===== src/hw/rtl/drts_pkg.sv =====
`default_nettype none

package drts_pkg;

   // Press qualification phases
   typedef enum logic [1:0] {
      PH_WAIT = 2'd0,
      PH_DOWN = 2'd1,
      PH_CONF = 2'd2,
      PH_REP  = 2'd3
   } drts_phase_type;

   // Time field chosen for adjustment
   typedef enum logic [1:0] {
      FIELD_NONE   = 2'd0,
      FIELD_HOUR   = 2'd1,
      FIELD_MINUTE = 2'd2,
      FIELD_SECOND = 2'd3
   } drts_field_type;

   // Configuration register indexes
   typedef enum logic [1:0] {
      REG_CONFIRM_TICKS = 2'd0,
      REG_REPEAT_DELAY  = 2'd1,
      REG_REPEAT_PERIOD = 2'd2,
      REG_FIELD_SELECT  = 2'd3
   } drts_reg_type;

   localparam int unsigned TICK_W    = 8;
   localparam int unsigned BUTTONS_W = 3;
   localparam int unsigned HOUR_W    = 5;
   localparam int unsigned MINUTE_W  = 6;
   localparam int unsigned SECOND_W  = 6;

   localparam logic [TICK_W-1:0] CONFIRM_RESET = 8'd2;
   localparam logic [TICK_W-1:0] DELAY_RESET   = 8'd80;
   localparam logic [TICK_W-1:0] PERIOD_RESET  = 8'd20;

   localparam logic [HOUR_W-1:0]   HOUR_MAX   = 5'd23;
   localparam logic [MINUTE_W-1:0] MINUTE_MAX = 6'd59;
   localparam logic [SECOND_W-1:0] SECOND_MAX = 6'd59;

   // Button bit positions (active low)
   localparam int unsigned BTN_HOUR   = 0;
   localparam int unsigned BTN_MINUTE = 1;
   localparam int unsigned BTN_SECOND = 2;

   // Tick thresholds seen by the press controller
   typedef struct packed {
      logic [TICK_W-1:0] confirm_ticks;
      logic [TICK_W-1:0] repeat_delay_ticks;
      logic [TICK_W-1:0] repeat_period_ticks;
   } drts_thresh_type;

   // Press controller status toward the time counters and result stage
   typedef struct packed {
      drts_phase_type phase_next;
      logic           attempt;
   } drts_ctrl_type;

endpackage

`default_nettype wire


===== src/hw/rtl/drts_ctrl.sv =====
`default_nettype none

module drts_ctrl (
   input  wire logic                                  clock,
   input  wire logic                                  reset,
   input  wire logic                                  beat,
   input  wire logic [drts_pkg::BUTTONS_W-1:0]        buttons_n,
   input  wire drts_pkg::drts_thresh_type             thresh,
   output drts_pkg::drts_ctrl_type                    status
);
   import drts_pkg::*;

   drts_phase_type      phase_ff, phase_in;
   logic [TICK_W-1:0]   tick_ff, tick_in;
   logic [TICK_W-1:0]   tick_inc;
   logic                down;
   logic                hit_confirm;
   logic                hit_delay;
   logic                hit_period;

   assign down        = (buttons_n != {BUTTONS_W{1'b1}});
   assign tick_inc    = tick_ff + 1'b1;
   assign hit_confirm = (tick_inc == thresh.confirm_ticks);
   assign hit_delay   = (tick_inc == thresh.repeat_delay_ticks);
   assign hit_period  = (tick_inc == thresh.repeat_period_ticks);

   // Next phase and tick count
   always_comb begin
      phase_in = phase_ff;
      tick_in  = tick_ff;
      unique case (phase_ff)
         PH_WAIT: begin
            if (down) begin
               phase_in = PH_DOWN;
               tick_in  = '0;
            end
         end
         PH_DOWN: begin
            // confirm wins over a release
            tick_in = tick_inc;
            if (hit_confirm) begin
               phase_in = PH_CONF;
               tick_in  = '0;
            end else if (!down) begin
               phase_in = PH_WAIT;
            end
         end
         PH_CONF: begin
            tick_in = tick_inc;
            if (!down) begin
               phase_in = PH_WAIT;
            end else if (hit_delay) begin
               phase_in = PH_REP;
               tick_in  = '0;
            end
         end
         PH_REP: begin
            // period check comes before the release
            tick_in = tick_inc;
            if (hit_period) begin
               tick_in = '0;
            end else if (!down) begin
               phase_in = PH_WAIT;
            end
         end
         default: begin
            phase_in = PH_WAIT;
         end
      endcase
   end

   // Increment attempt and status
   always_comb begin
      status.phase_next = phase_in;
      status.attempt    = ((phase_ff == PH_DOWN) && hit_confirm) ||
                          ((phase_ff == PH_REP) && hit_period);
   end

   // Advance state on each accepted beat
   always_ff @(posedge clock) begin
      if (reset) begin
         phase_ff <= PH_WAIT;
         tick_ff  <= '0;
      end else if (beat) begin
         phase_ff <= phase_in;
         tick_ff  <= tick_in;
      end
   end

endmodule

`default_nettype wire


===== src/hw/rtl/drts_time.sv =====
`default_nettype none

module drts_time (
   input  wire logic                                  clock,
   input  wire logic                                  reset,
   input  wire logic                                  beat,
   input  wire logic [drts_pkg::BUTTONS_W-1:0]        buttons_n,
   input  wire drts_pkg::drts_field_type              field_select,
   input  wire drts_pkg::drts_ctrl_type               status,
   output logic [drts_pkg::HOUR_W-1:0]                hour_next,
   output logic [drts_pkg::MINUTE_W-1:0]              minute_next,
   output logic [drts_pkg::SECOND_W-1:0]              second_next
);
   import drts_pkg::*;

   logic [HOUR_W-1:0]   hours_ff, hours_in;
   logic [MINUTE_W-1:0] minutes_ff, minutes_in;
   logic [SECOND_W-1:0] seconds_ff, seconds_in;

   // Bump the selected field if its own button is held
   always_comb begin
      hours_in   = hours_ff;
      minutes_in = minutes_ff;
      seconds_in = seconds_ff;
      if (status.attempt) begin
         unique case (field_select)
            FIELD_HOUR: begin
               if (!buttons_n[BTN_HOUR]) begin
                  hours_in = (hours_ff >= HOUR_MAX) ? '0 : hours_ff + 1'b1;
               end
            end
            FIELD_MINUTE: begin
               if (!buttons_n[BTN_MINUTE]) begin
                  minutes_in = (minutes_ff >= MINUTE_MAX) ? '0 : minutes_ff + 1'b1;
               end
            end
            FIELD_SECOND: begin
               if (!buttons_n[BTN_SECOND]) begin
                  seconds_in = (seconds_ff >= SECOND_MAX) ? '0 : seconds_ff + 1'b1;
               end
            end
            default: begin
            end
         endcase
      end
   end

   assign hour_next   = hours_in;
   assign minute_next = minutes_in;
   assign second_next = seconds_in;

   always_ff @(posedge clock) begin
      if (reset) begin
         hours_ff   <= '0;
         minutes_ff <= '0;
         seconds_ff <= '0;
      end else if (beat) begin
         hours_ff   <= hours_in;
         minutes_ff <= minutes_in;
         seconds_ff <= seconds_in;
      end
   end

endmodule

`default_nettype wire


===== src/hw/rtl/debounced_repeat_time_setter.sv =====
// Channel   Direction  Beat contents
// req_      in         tdata[2:0] buttons_n (active low)
// rsp_      out        tdata[19:0] hour, minute, second, phase, bumped
// csr_      in         write enable, register index, 8-bit data
//
// Each accepted request beat gives one registered response beat in the next cycle.
// One beat per cycle sustained: the press FSM, tick compare and field wrap sit
// in a single stage between the state registers and the response register.
// Reset (synchronous, active high) returns phase, counters and time to zero and
// config to its defaults. A stalled response holds; req_tready follows rsp_tready.
`default_nettype none

module debounced_repeat_time_setter (
   input  wire logic        clock,
   input  wire logic        reset,
   input  wire logic        req_tvalid,
   output logic             req_tready,
   input  wire logic [7:0]  req_tdata,   // [2:0] buttons_n, [7:3] zero
   output logic             rsp_tvalid,
   input  wire logic        rsp_tready,
   output logic [23:0]      rsp_tdata,   // [4:0] hour_now, [10:5] minute_now,
                                         // [16:11] second_now, [18:17] press_phase,
                                         // [19] bumped, [23:20] zero
   input  wire logic        csr_we,
   input  wire logic [1:0]  csr_addr,
   input  wire logic [7:0]  csr_wdata
);
   import drts_pkg::*;

   logic [TICK_W-1:0]        confirm_ff;
   logic [TICK_W-1:0]        delay_ff;
   logic [TICK_W-1:0]        period_ff;
   drts_field_type           field_ff;
   drts_thresh_type          thresh;
   drts_ctrl_type            status;
   logic                     beat;
   logic [BUTTONS_W-1:0]     buttons_n;
   logic [HOUR_W-1:0]        hour_next;
   logic [MINUTE_W-1:0]      minute_next;
   logic [SECOND_W-1:0]      second_next;
   logic                     rsp_valid_ff, rsp_valid_in;
   logic [23:0]              rsp_data_ff, rsp_data_in;

   assign buttons_n  = req_tdata[BUTTONS_W-1:0];
   assign req_tready = !rsp_valid_ff || rsp_tready;
   assign beat       = req_tvalid && req_tready;

   // Configuration writes
   always_ff @(posedge clock) begin
      if (reset) begin
         confirm_ff <= CONFIRM_RESET;
         delay_ff   <= DELAY_RESET;
         period_ff  <= PERIOD_RESET;
         field_ff   <= FIELD_NONE;
      end else if (csr_we) begin
         unique case (drts_reg_type'(csr_addr))
            REG_CONFIRM_TICKS: confirm_ff <= csr_wdata;
            REG_REPEAT_DELAY:  delay_ff   <= csr_wdata;
            REG_REPEAT_PERIOD: period_ff  <= csr_wdata;
            REG_FIELD_SELECT:  field_ff   <= drts_field_type'(csr_wdata[1:0]);
            default: begin
            end
         endcase
      end
   end

   assign thresh.confirm_ticks       = confirm_ff;
   assign thresh.repeat_delay_ticks  = delay_ff;
   assign thresh.repeat_period_ticks = period_ff;

   drts_ctrl u_ctrl (
      .clock     (clock),
      .reset     (reset),
      .beat      (beat),
      .buttons_n (buttons_n),
      .thresh    (thresh),
      .status    (status)
   );

   drts_time u_time (
      .clock        (clock),
      .reset        (reset),
      .beat         (beat),
      .buttons_n    (buttons_n),
      .field_select (field_ff),
      .status       (status),
      .hour_next    (hour_next),
      .minute_next  (minute_next),
      .second_next  (second_next)
   );

   // Response register: load on accept, drop valid once taken
   always_comb begin
      rsp_valid_in = rsp_valid_ff;
      rsp_data_in  = rsp_data_ff;
      if (beat) begin
         rsp_valid_in = 1'b1;
         rsp_data_in  = {4'b0000, status.attempt, status.phase_next,
                         second_next, minute_next, hour_next};
      end else if (rsp_tready) begin
         rsp_valid_in = 1'b0;
      end
   end

   always_ff @(posedge clock) begin
      if (reset) begin
         rsp_valid_ff <= 1'b0;
      end else begin
         rsp_valid_ff <= rsp_valid_in;
      end
   end

   always_ff @(posedge clock) begin
      rsp_data_ff <= rsp_data_in;
   end

   assign rsp_tvalid = rsp_valid_ff;
   assign rsp_tdata  = rsp_data_ff;

endmodule

`default_nettype wire


===== config.mk =====
export PLATFORM = sky130hd
export DESIGN_NAME = debounced_repeat_time_setter
export DESIGN_NICKNAME = d
export VERILOG_FILES = /design/src/hw/rtl/drts_pkg.sv /design/src/hw/rtl/drts_ctrl.sv /design/src/hw/rtl/drts_time.sv /design/src/hw/rtl/debounced_repeat_time_setter.sv
export SDC_FILE = /design/constraint.sdc
export NUM_CORES = 1
export LEC_CHECK = 0
export BUFFER_PORTS_ARGS = -buffer_cell sky130_fd_sc_hd__buf_2
export CORE_ASPECT_RATIO = 0.8
export CORE_MARGIN = 2
export CORE_UTILIZATION = 50
export CTS_CLUSTER_SIZE = 25
export DETAILED_ROUTE_END_ITERATION = 16
export GPL_TIMING_DRIVEN = 0
export PLACE_DENSITY = 0.81
export SYNTH_ARGS = -nofsm -noshare
export SYNTH_HDL_FRONTEND = slang
export SYNTH_HIERARCHICAL = 1
export SYNTH_SLANG_ARGS = --single-unit

===== constraint.sdc =====
create_clock -name clock -period 3.1 [get_ports clock]
set_input_delay 0.31 -clock clock [delete_from_list [all_inputs] [get_ports clock]]
set_output_delay 0.31 -clock clock [all_outputs]
set_load 0.02 [all_outputs]

Yosys cells after proc, flatten, opt, wreduce, memory -nomap -nowiden:

Cells that the tools add are included.

* bits in registers: 74
* bits of input ports: 23
* output and inout bits: 26
* word-level logic and storage cells: 73

* add/sub/neg operators: 4
* order comparisons: 3
* equality and inequality tests: 14
* muxes and demuxes: 27
* reductions and logical operators: 14

Operators with widths (count)
* $mux 6: 8
* $mux 8: 5
* $pmux 8 s4: 1
* $eq 8x8->1: 3
* $mux 5: 4
* $add 6x1->6 const B: 2
* $eq 2x2->1 const B: 6
* $ge 6x6->1 const B: 2
* $mux 2: 6
* $reduce_and 2->1: 5
* $add 8x1->8 const B: 1
* $pmux 2 s4: 1
* $eq 2x1->1 const B: 3
* $add 5x1->5 const B: 1
* $ge 5x5->1 const B: 1
* $logic_not 2->1: 2
* $logic_and 1x1->1: 3
* $ne 3x3->1 const B: 1
* $logic_or 1x1->1: 2
* $mux 1: 2
* $ne 2x1->1 const B: 1
* $reduce_bool 2->1: 1
* $logic_not 1->1: 1

Logic depth before layout (Yosys ltp):

* word-level depth: 5
* mapped depth: 13
* depth with buffers taken out: 11

Cells and area by module:

The synthesis kept the hierarchy.

By module, submodules not included
* debounced_repeat_time_setter: instances 1, cells an instance 134, area each 1760.4 µm²
* drts_ctrl: instances 1, cells an instance 174, area each 1418.9 µm²
* drts_time: instances 1, cells an instance 161, area each 1222.4 µm²

Worst setup path after synthesis:

OpenSTA, ideal clock, no wires.

* kind: reg2reg
* start: register u_ctrl.tick_ff[1]
* end: register u_time.hours_ff[4]
* setup time: 0.088 ns
* arrival time: 2.940 ns
* required time: 3.012 ns
* path slack: 0.071 ns
* cell stages (with the launch flop): 14
* period minus slack after synthesis: 3.029 ns
* path through: dfxtp_1 > ha_1 > buf_6 > and3_4 > and3_4 > xor3_1 > nor4_1 > a21oi_1 > nor2_1 > and4bb_4 > and2_4 > buf_6 > a41oi_2 > a311oi_2

RTL lines
* start, declared: RTL line drts_ctrl.sv:14 `logic [TICK_W-1:0] tick_ff, tick_in;`
* start signal, assigned: RTL line drts_ctrl.sv:86 `tick_ff <= tick_in;`
* end signal, assigned: RTL line drts_time.sv:58 `hours_ff <= hours_in;`
* end, declared: RTL line drts_time.sv:16 `logic [HOUR_W-1:0] hours_ff, hours_in;`

==> out/metrics.yaml <==
floorplanning:
  initial_utilization_pct: 51.7
  core_um2: 8520
  die-area_um2: 9570
  core.rowCount: 30
  die_extent_in_x_um: 109
  fp.dieH_um: 87.9
  boundary_pin_count: 49
timing:
  relSlewSlack_pct: 31.5
  finalSetupViolCount: 0
  setup_tns_ns: 0
  timing.final.max_slew_violations: 0
  worst_margin_pin_slew_ns: 1.03
  clock.fmax_mhz: 336
  period_minus_slack_ns: 2.97
  final.setup_skew_ns: 0.00809
  period_share_pct: 96.0
  timing.final.hold_violations: 0
placed_design:
  hpwl_um: 7600
  place_area_um2: 4740
  buffers_added_on_ports: 38
  place.gp.congestion: 0.879
global_route:
  grt_start_max_net_pins: 24
  number_of_antenna_violations_at_the_first_check_in_global_routing: 0
  groute.usage.overall_pct: 23.3
  wire_length_of_the_first_global_routing_pass_um: 17300
  grt_pass1_vias: 3529
  grt_overflow: 0
critical_path:
  type_of_element_launching_the_critical_path: "flop"
  critical_path.cell_chain: "ha_2 -> buf_6 -> and3_4 -> and3_4 -> xor3_1 -> nor4_4 -> a21oi_2 -> nor2_4 -> and4bb_1 -> buf_4 -> and2_4 -> a41oi_1 -> a311oi_1"
  cp_top_family: "simple AND/OR/NAND/NOR gates"
  path_class: "reg -> reg"
  crit_arrival_ns: 3.24
  cpMaxStageDelayCell: "sky130_fd_sc_hd__dfxtp_2"
  cpMostUsedCell: "sky130_fd_sc_hd__and3_4"
  delay_of_the_slowest_critical_path_stage_ns: 0.36
  worst_setup_path_end_kind: "flop"
  worstPathMaxFanout: 10
  path_buf_inv: 2
  data_required_time_at_the_worst_endpoint_ns: 3.37
routing:
  drt_first_iter_violations: 340
  detail_route.drc_violations: 0
  count_of_vias_placed_by_the_detailed_router: 3884
  detail_route.wl_per_cell_um: 16.5
  drt_pass1_iterations: 5
  finalWirelength_um: 10600
  via_per_inst: 6.01
  ant_nets: 0
yosys:
  yosysWarnings: 6
  synth_cell_type_count: 75
  syn-instance-count: 469
  ys_async_sr_fraction_pct: 0
  yosysMostFrequentCell: "sky130_fd_sc_hd__dfxtp_1"
  synth_top_area_share_pct: 24.6
  synth_top_area_cell: "sky130_fd_sc_hd__dfxtp_1"
  synth_area_per_cell_um2: 9.39
  synthesis.area_um2: 4400
  post_synth_edffs: 20
  ys_top_cells_by_area: "sky130_fd_sc_hd__dfxtp_1 25%, sky130_fd_sc_hd__edfxtp_1 14%, sky130_fd_sc_hd__mux2i_1 5.9%"
  post_synth_most_frequent_cells: "54 x sky130_fd_sc_hd__dfxtp_1, 44 x sky130_fd_sc_hd__nand2_1, 36 x sky130_fd_sc_hd__nor2_1"
  synth_ff_type: "sky130_fd_sc_hd__dfxtp_1"
  yosys_register_bits: 74
  synth.yosys.seq_area_share_pct: 38.2
power:
  switching_fraction_pct: 26.9
  power_density_nw_per_um2: 402
  finalPower_uw: 2030
  pwr-share-comb_pct: 11.4
  peakVddDrop_uv: 309
  p_clk_share_pct: 36.4
  p_leak_uw: 0.00199
  pwr-share-seq_pct: 52.2
  total_switching_power_uw: 546
  intPower_uw: 1490
layout:
  area_growth_syn_to_layout_pct: 14.9
  num_antenna_cells: 0
  filler_cell_count: 690
  fin_area_um2: 5060
  drive_gt1_share_pct: 20.8
  final_nets: 556
clock_tree:
  tritoncts_clock_tree: "yes"
  tritoncts_num_sinks: 74
  worst_skew_pair_later_pin_latency_ns: 0.36
  clock_tree.htree_level_count: 3
  clock_tree.root_cell: "sky130_fd_sc_hd__clkbuf_8"
  worst_setup_hold_path_clk_slew_ns: 0.08
  cts_inserted_buffers: 9
  max-clock-path-buffers: 2
  ctsHoldBuffers: 0
worst_hold_path:
  worstHoldPathType: "in -> reg"
run_status:
  result_of_the_run: "completed"
job:
  number_of_maximum_capacitance_constraint_violations: 0
## cell usage in the layout, fill, tap and decap left out, drive strengths merged, types with 19 or more instances in the layout
cell type  count
buf           65
clkbuf        25
dfxtp         54
edfxtp        20
mux2i         26
nand2         44
nand2b        33
nand3         26
nor2          37
o21ai         19
## through the flow
| stage | hold WS (ns) | util [%] | cells | worst slack (ns) |
|---|---|---|---|---|
| after floorplan | 0.432 | - | 472 | 0.0714 |
| after global placement | 0.447 | 55.7 | 622 | -0.349 |
| after detailed placement | 0.474 | 55.7 | 622 | -0.410 |
| after CTS | 0.178 | 58.5 | 641 | 0.00814 |
| after global routing | 0.189 | 59.4 | 646 | -0.0285 |
| final | 0.191 | 59.4 | 646 | 0.126 |
## power by group through the flow
| stage | registers (µW) | logic, µW | clock network, µW |
|---|---|---|---|
| 6_report | 1060 | 231 | 740 |
| 5_1_grt | 1070 | 252 | 800 |
| 4_1_cts | 1060 | 223 | 751 |
| 3_5_place_dp | 1080 | 219 | 0 |
| 3_3_place_gp | 1080 | 212 | 0 |
| 2_1_floorplan | 1100 | 136 | 0 |
## flip-flops by register name (all words and copies together), names as in the netlist
| signal | flops |
|---|---|
| confirm_ff | 8 |
| u_time/minutes_ff | 6 |
| rsp_tvalid | 1 |
| delay_ff | 8 |
| u_time/hours_ff | 5 |
| u_time/seconds_ff | 6 |
| u_ctrl/tick_ff | 8 |
| field_ff | 2 |
| rsp_tdata | 20 |
| u_ctrl/phase_ff | 2 |
| period_ff | 8 |
## final cells by class
class	count	area (µm²)	share of cell area, %
Clock inverter	5	35.0	0.693
Multi-Input combinational cell	354	2540	50.2
Clock buffer	11	163	3.22
Sequential cell	74	1690	33.3
Inverter	10	37.5	0.742
Timing Repair Buffer	46	250	4.95
Tap cell	112	140	2.77
Buffer	34	209	4.13
## worst reg2reg max path: cells and delay by family, from the launching register on
kind / cells / cell delay, ns
AOI/OAI and AO/OA: 3 / 0.48
xor gates and xnor gates: 1 / 0.28
adders and majority gates: 1 / 0.18
buffers and inverters: 2 / 0.31
DFF: 1 / 0.36
and+or+nand+nor: 6 / 1.27
## layer usage
layer | GRT usage (%) | share of wire, % | vias up
li1 | - | - | 1835
met1 | 32.8 | 45 | 1848
met2 | 35.1 | 45 | 179
met3 | 5.88 | 8.2 | 22
met4 | 7.69 | 1.8 | 0
met5 | 0 | 0 | -
## logic make-up after synthesis
kind of cell	synth area share, %
xor+xnor	8.27
other cells	0.0852
compound gates	16.0
buf+inv	5.54
flops	38.2
mux	5.91
simple gates	24.8
fa+ha+maj	1.14
## path summary, 6_finish.rpt
path	slack (ns)	from	to	cells past startpoint
setup / recovery	0.13	u_ctrl/tick_ff[0]	u_time/minutes_ff[4]	13
hold reg to reg	0.49	u_ctrl/phase_ff[1]	u_ctrl/phase_ff[1]	2
setup reg to reg	0.13	u_ctrl/tick_ff[0]	u_time/minutes_ff[4]	13
hold / removal	0.19	req_tvalid	rsp_tvalid	3
## timing repair
action | 4_1_cts | 5_1_grt
endpoints found under the setup margin | 34 | 24
resized for setup | 5 | 9
pin swaps | 2 | 5
gates cloned | 0 | 0
hold endpoints to repair | 0 | 0
buffers inserted | 3 | 5
Power figures use the tool's default switching activity.
